--- src/rtl/gqvg_pkg.sv ---
// shared types, constants and arithmetic helpers for the glyph quad vertex generator
`default_nettype none
package gqvg_pkg;

	localparam int unsigned ATLAS_COLUMNS = 16;

	localparam logic [7:0] CODE_END     = 8'd0;
	localparam logic [7:0] CODE_NEWLINE = 8'd10;

	localparam logic MODE_BEGIN = 1'b0;

	localparam logic [16:0] TEX_ONE = 17'd65536;

	localparam logic signed [35:0] POS_MAX_W = 36'sd2147483647;
	localparam logic signed [35:0] POS_MIN_W = -36'sd2147483648;

	// configuration register indexes
	typedef enum logic [2:0] {
		REG_GLYPH_SCALE  = 3'd0,
		REG_CELL_WIDTH   = 3'd1,
		REG_CELL_HEIGHT  = 3'd2,
		REG_MARGIN_LEFT  = 3'd3,
		REG_MARGIN_RIGHT = 3'd4,
		REG_TEX_STEP_X   = 3'd5,
		REG_TEX_STEP_Y   = 3'd6,
		REG_UNUSED       = 3'd7
	} reg_index_t;

	typedef enum logic [1:0] {
		KIND_BEGIN,
		KIND_END,
		KIND_NEWLINE,
		KIND_GLYPH
	} item_kind_t;

	typedef enum logic [1:0] {
		ST_IDLE,
		ST_MUL,
		ST_ADD,
		ST_EMIT
	} ctrl_state_t;

	typedef struct packed {
		logic       load_item;
		logic       do_begin;
		logic       do_mul;
		logic       do_add;
		logic       load_out;
		logic       commit;
		logic       last;
		logic [1:0] vert_idx;
	} ctrl_cmd_t;

	typedef struct packed {
		item_kind_t in_kind;
		logic       out_free;
	} dp_status_t;

	function automatic logic signed [31:0] sat_pos(input logic signed [35:0] v);
		logic signed [31:0] r;
		if (v > POS_MAX_W) begin
			r = 32'sh7FFFFFFF;
		end else if (v < POS_MIN_W) begin
			r = 32'sh80000000;
		end else begin
			r = v[31:0];
		end
		return r;
	endfunction

	// Q.24 to Q1.16 with round half up, clamped to 0..1
	function automatic logic [16:0] tex_round(input logic signed [38:0] q);
		logic signed [38:0] t;
		logic [16:0]        r;
		t = (q + 39'sd128) >>> 8;
		if (q < 0) begin
			r = 17'd0;
		end else if (t > $signed({22'd0, TEX_ONE})) begin
			r = TEX_ONE;
		end else begin
			r = t[16:0];
		end
		return r;
	endfunction

endpackage
`default_nettype wire

--- src/rtl/gqvg_ctrl.sv ---
// controller state machine: item accept, compute sequencing, vertex emission
`default_nettype none
module gqvg_ctrl (
	input  wire logic                  clk,
	input  wire logic                  arst_n,
	input  wire logic                  in_valid,
	output logic                       in_ready,
	input  wire gqvg_pkg::dp_status_t  status,
	output gqvg_pkg::ctrl_cmd_t        cmd
);
	import gqvg_pkg::*;

	ctrl_state_t state_q;
	ctrl_state_t state_d;
	logic        nl_q;
	logic [1:0]  vidx_q;
	logic        accept;
	logic        is_last;

	assign in_ready = (state_q == ST_IDLE);
	assign accept   = in_ready && in_valid;
	// newline gives two vertices, a glyph four
	assign is_last  = nl_q ? (vidx_q == 2'd1) : (vidx_q == 2'd3);

	always_comb begin
		state_d = state_q;
		case (state_q)
			ST_IDLE: begin
				if (accept && (status.in_kind == KIND_NEWLINE
					|| status.in_kind == KIND_GLYPH)) begin
					state_d = ST_MUL;
				end
			end
			ST_MUL: state_d = ST_ADD;
			ST_ADD: state_d = ST_EMIT;
			ST_EMIT: begin
				if (status.out_free && is_last) begin
					state_d = ST_IDLE;
				end
			end
			default: state_d = ST_IDLE;
		endcase
	end

	always_comb begin
		cmd = '0;
		cmd.vert_idx = vidx_q;
		cmd.last     = is_last;
		case (state_q)
			ST_IDLE: begin
				cmd.load_item = accept && (status.in_kind == KIND_NEWLINE
					|| status.in_kind == KIND_GLYPH);
				cmd.do_begin  = accept && (status.in_kind == KIND_BEGIN);
			end
			ST_MUL:  cmd.do_mul = 1'b1;
			ST_ADD:  cmd.do_add = 1'b1;
			ST_EMIT: begin
				cmd.load_out = status.out_free;
				cmd.commit   = status.out_free && is_last;
			end
			default: ;
		endcase
	end

	always_ff @(posedge clk or negedge arst_n) begin
		if (!arst_n) begin
			state_q <= ST_IDLE;
			nl_q    <= 1'b0;
			vidx_q  <= 2'd0;
		end else begin
			state_q <= state_d;
			if (cmd.load_item) begin
				nl_q   <= (status.in_kind == KIND_NEWLINE);
				vidx_q <= 2'd0;
			end else if (cmd.load_out) begin
				vidx_q <= vidx_q + 2'd1;
			end
		end
	end

endmodule
`default_nettype wire

--- config.mk ---
export PLATFORM = sky130hd
export DESIGN_NAME = gqvg_ctrl
export DESIGN_NICKNAME = d
export VERILOG_FILES = /design/src/rtl/gqvg_pkg.sv /design/src/rtl/gqvg_ctrl.sv
export SDC_FILE = /design/constraint.sdc
export NUM_CORES = 1
export LEC_CHECK = 0
export ABC_AREA = 1
export BUFFER_PORTS_ARGS = -buffer_cell sky130_fd_sc_hd__buf_2
export CAP_MARGIN = 30
export CORE_AREA = 2 2 39 41
export CTS_CLUSTER_DIAMETER = 200
export DETAILED_ROUTE_END_ITERATION = 7
export DIE_AREA = 0 0 41 43
export GPL_ROUTABILITY_DRIVEN = 0
export PLACE_DENSITY = 0.52
export SYNTH_ARGS = -nofsm -noshare
export SYNTH_HDL_FRONTEND = slang
export SYNTH_SLANG_ARGS = --single-unit
--- constraint.sdc ---
create_clock -name clk -period 1.53 [get_ports clk]
set_clock_uncertainty 0.2 [all_clocks]
set_input_delay 0.153 -clock clk [delete_from_list [all_inputs] [get_ports clk]]
set_output_delay 0.153 -clock clk [all_outputs]
set_load 0.01 [all_outputs]
==> results.py <==
metrics = {
    "run_status": {
        "outcome": "finished with violations",
        "violations": "negative setup slack",
    },
    "route": {
        "dr_wl_met3_um": 54,
        "drc": 0,
        "wl_met1_um": 343,
        "first_pass_iters": 2,
        "routed.top_layer": "met4",
        "ant_nets": 0,
        "wl_met2_um": 352,
        "wl_per_cell_um": 8.60,
        "avgViaCountPerCell": 4.31,
        "drtIter0Drc": 1,
        "vias": 384,
        "routed_wl_um": 765,
    },
    "timing": {
        "rsz0062_at_grt": "true",
        "max_slew.worst_pin.slew_ns": 0.133,
        "setup_violations": 1,
        "finalCritPeriodShare": 1.00,
        "hold_viol": 0,
        "whs_ns": 0.00441,
        "relSlewSlack": 0.910,
        "max_freq_mhz": 651,
        "fin_crit_ns": 1.54,
        "drv_slew": 0,
        "fin_ws_ns": -0.00577,
    },
    "critical_path": {
        "cp_max_fo": 3,
        "critPathMaxStageDelay_ns": 0.39,
        "cpMostUsedCell": "nand2_2",
        "path_cells": "ha_2 -> nand2_2 -> inv_2 -> nand2_2 -> nor2_1 -> buf_2",
        "crit_slowest_cell": "dfrtp_1",
        "critical_path_required_ns": 1.18,
        "path_class": "reg2out",
        "startpoint_type": "flop",
        "cp-end-kind": "primary output",
        "arrival_ns": 1.18,
    },
    "logic_synthesis": {
        "yosys.area.top_type_share": 0.364,
        "ys_types": 15,
        "ys_ff_latch": 5,
        "synth.area.top_cells": "dfrtp_1 36%, ha_1 15%, nand2_1 13%",
        "ys_warn_count": 0,
        "syn_avg_cell_area_um2": 7.82,
        "yosysTopAreaCell": "dfrtp_1",
        "syn_inst": 44,
        "seq_area_frac_synth": 0.364,
        "synth-edff-count": 0,
        "synthFlopType": "dfrtp_1",
        "synth_nets": 54,
        "synthArstFlopShare": 1.00,
        "synth_area_um2": 344,
    },
    "grt": {
        "grt_pass1_vias": 348,
        "grt_usage": 0.113,
        "grt_start_max_net_pins": 7,
        "antenna_found_initial": 0,
        "grt_overflow_total": 0,
        "grt_pass1_wl_mm": 1.31,
    },
    "final_layout": {
        "drive_above_1_share": 0.616,
        "fillCellCount": 145,
        "final_nets": 84,
        "syn_to_final_growth_pct": 72.0,
        "diodes": 0,
        "final_core_util": 0.428,
    },
    "clocking": {
        "htreeDepth": 1,
        "numCtsBuffers": 3,
        "clockRootBuffer": "clkbuf_4",
        "clkTransAtPathRegs_ns": 0.04,
        "clk_path_buf_depth": 2,
        "cts_num_sinks": 5,
        "cts_tree": "built",
        "clk_latency_ns": 0.24,
    },
    "floorplan": {
        "rows": 14,
        "die_height_um": 43,
        "core-area_mm2": 0.00138,
        "die-area_mm2": 0.00176,
        "fp.dieW_um": 41,
        "start_util": 0.249,
        "io_pins": 16,
    },
    "flow_run": {
        "maxCapViolations": 0,
    },
    "power": {
        "ir_drop_v": 0.00114,
        "powerDensity_mw_per_mm2": 1920,
        "p_leak_nw": 0.335,
    },
    "placed_design": {
        "port_buffers": 15,
        "dp_hpwl_um": 559,
    },
    "worst_hold_path": {
        "hp-class": "in2reg",
    },
}
## kinds of logic (layout without fill, tap and decap cells)
| kind of cell | after synthesis | count (layout) | synth area share |
|---|---|---|---|
| and+or+nand+nor | 23 | 23 | 0.335 |
| buffers and inverters | 8 | 37 | 0.0982 |
| DFF | 5 | 5 | 0.364 |
| adders and majority gates | 4 | 4 | 0.145 |
| AOI/OAI and AO/OA | 4 | 4 | 0.0582 |
## worst paths after layout
kind	start	endpoint	slack, ns	cells after the start
setup / recovery	state_q[0]	cmd[3]	-0.006	6
hold / removal	status[0]	vidx_q[0]	0.004	3
setup reg to reg	state_q[1]	state_q[0]	0.05	6
hold reg to reg	nl_q	nl_q	0.33	2
max in group asynchronous	arst_n	nl_q	0.94	2
min in group asynchronous	arst_n	state_q[0]	0.06	2
## power breakdown
group	switching (W)	total, W	internal [W]
Combinational	0.000363	0.000721	0.000358
Sequential	0.0000652	0.000266	0.000201
Clock	0.0000506	0.000149	0.0000984
Total	0.000479	0.00114	0.000657
## layer usage
metal | GRT usage | vias up
li1 | - | 198
met1 | 0.124 | 170
met2 | 0.175 | 14
met3 | 0.0157 | 2
met4 | 0.100 | 0
met5 | 0 | -
## layout make-up
cell class                      instances  area, um2  share of cell area
Clock buffer                            4       26.3              0.0444
Inverter                                7       26.3              0.0444
Sequential cell                         5        125               0.211
Timing Repair Buffer                   26        169               0.285
Tap cell                               16       20.0              0.0338
Multi-Input combinational cell         31        225               0.381
## worst max-delay path, delay by kind of cell (launching register included)
| kind | cells | cell delay, ns |
|---|---|---|
| fa+ha+maj | 1 | 0.21 |
| simple gates | 3 | 0.17 |
| flops | 1 | 0.39 |
| buf+inv | 2 | 0.18 |
## synthesized netlist by cell type (2+ instances only)
cell / count
nand2_1: 12
ha_1: 4
inv_1: 6
nor2_1: 2
dfrtp_1: 5
nand3_1: 2
o21ai_0: 2
a21oi_1: 2
nand2_2: 3
## what timing repair did
item | 4_1_cts | 5_1_grt
hold buffers | 2 | 0
pin swaps | 3 | 1
gates resized for setup | 7 | 7
endpoints found under the hold margin | 6 | 0
endpoints found under the setup margin | 3 | 5
setup buffers | 4 | 3
## layout by cell type (no fill, tap or decap), drive strengths merged
cell type	netlist	routed
a21oi	2	2
buf	1	24
clkbuf	0	4
dfrtp	5	5
dlygate4sd3	0	2
ha	4	4
inv	7	7
nand2	15	15
nand3	3	3
nand4	1	1
nor2	2	2
nor3	1	1
o21ai	2	2
or2	1	1
## metrics by stage
| stage | setup slack [ns] | TNS [ns] | std cells | total power [W] | instance area [um2] |
|---|---|---|---|---|---|
| floorplan | 0.0858 | 0 | 44 | 0.000639 | 344 |
| global placement | 0.0627 | 0 | 76 | 0.000803 | 447 |
| detailed placement | 0.0496 | 0 | 76 | 0.000807 | 447 |
| CTS | -0.0230 | -0.0528 | 86 | 0.00107 | 541 |
| global route | -0.122 | -0.187 | 89 | 0.00126 | 592 |
| finish | -0.00577 | -0.00577 | 89 | 0.00114 | 592 |
## sequential cells by signal, indices dropped and copies added, names as in the netlist
register / flops
nl_q: 1
vidx_q: 2
state_q: 2
(Power assumes the default switching activity.)
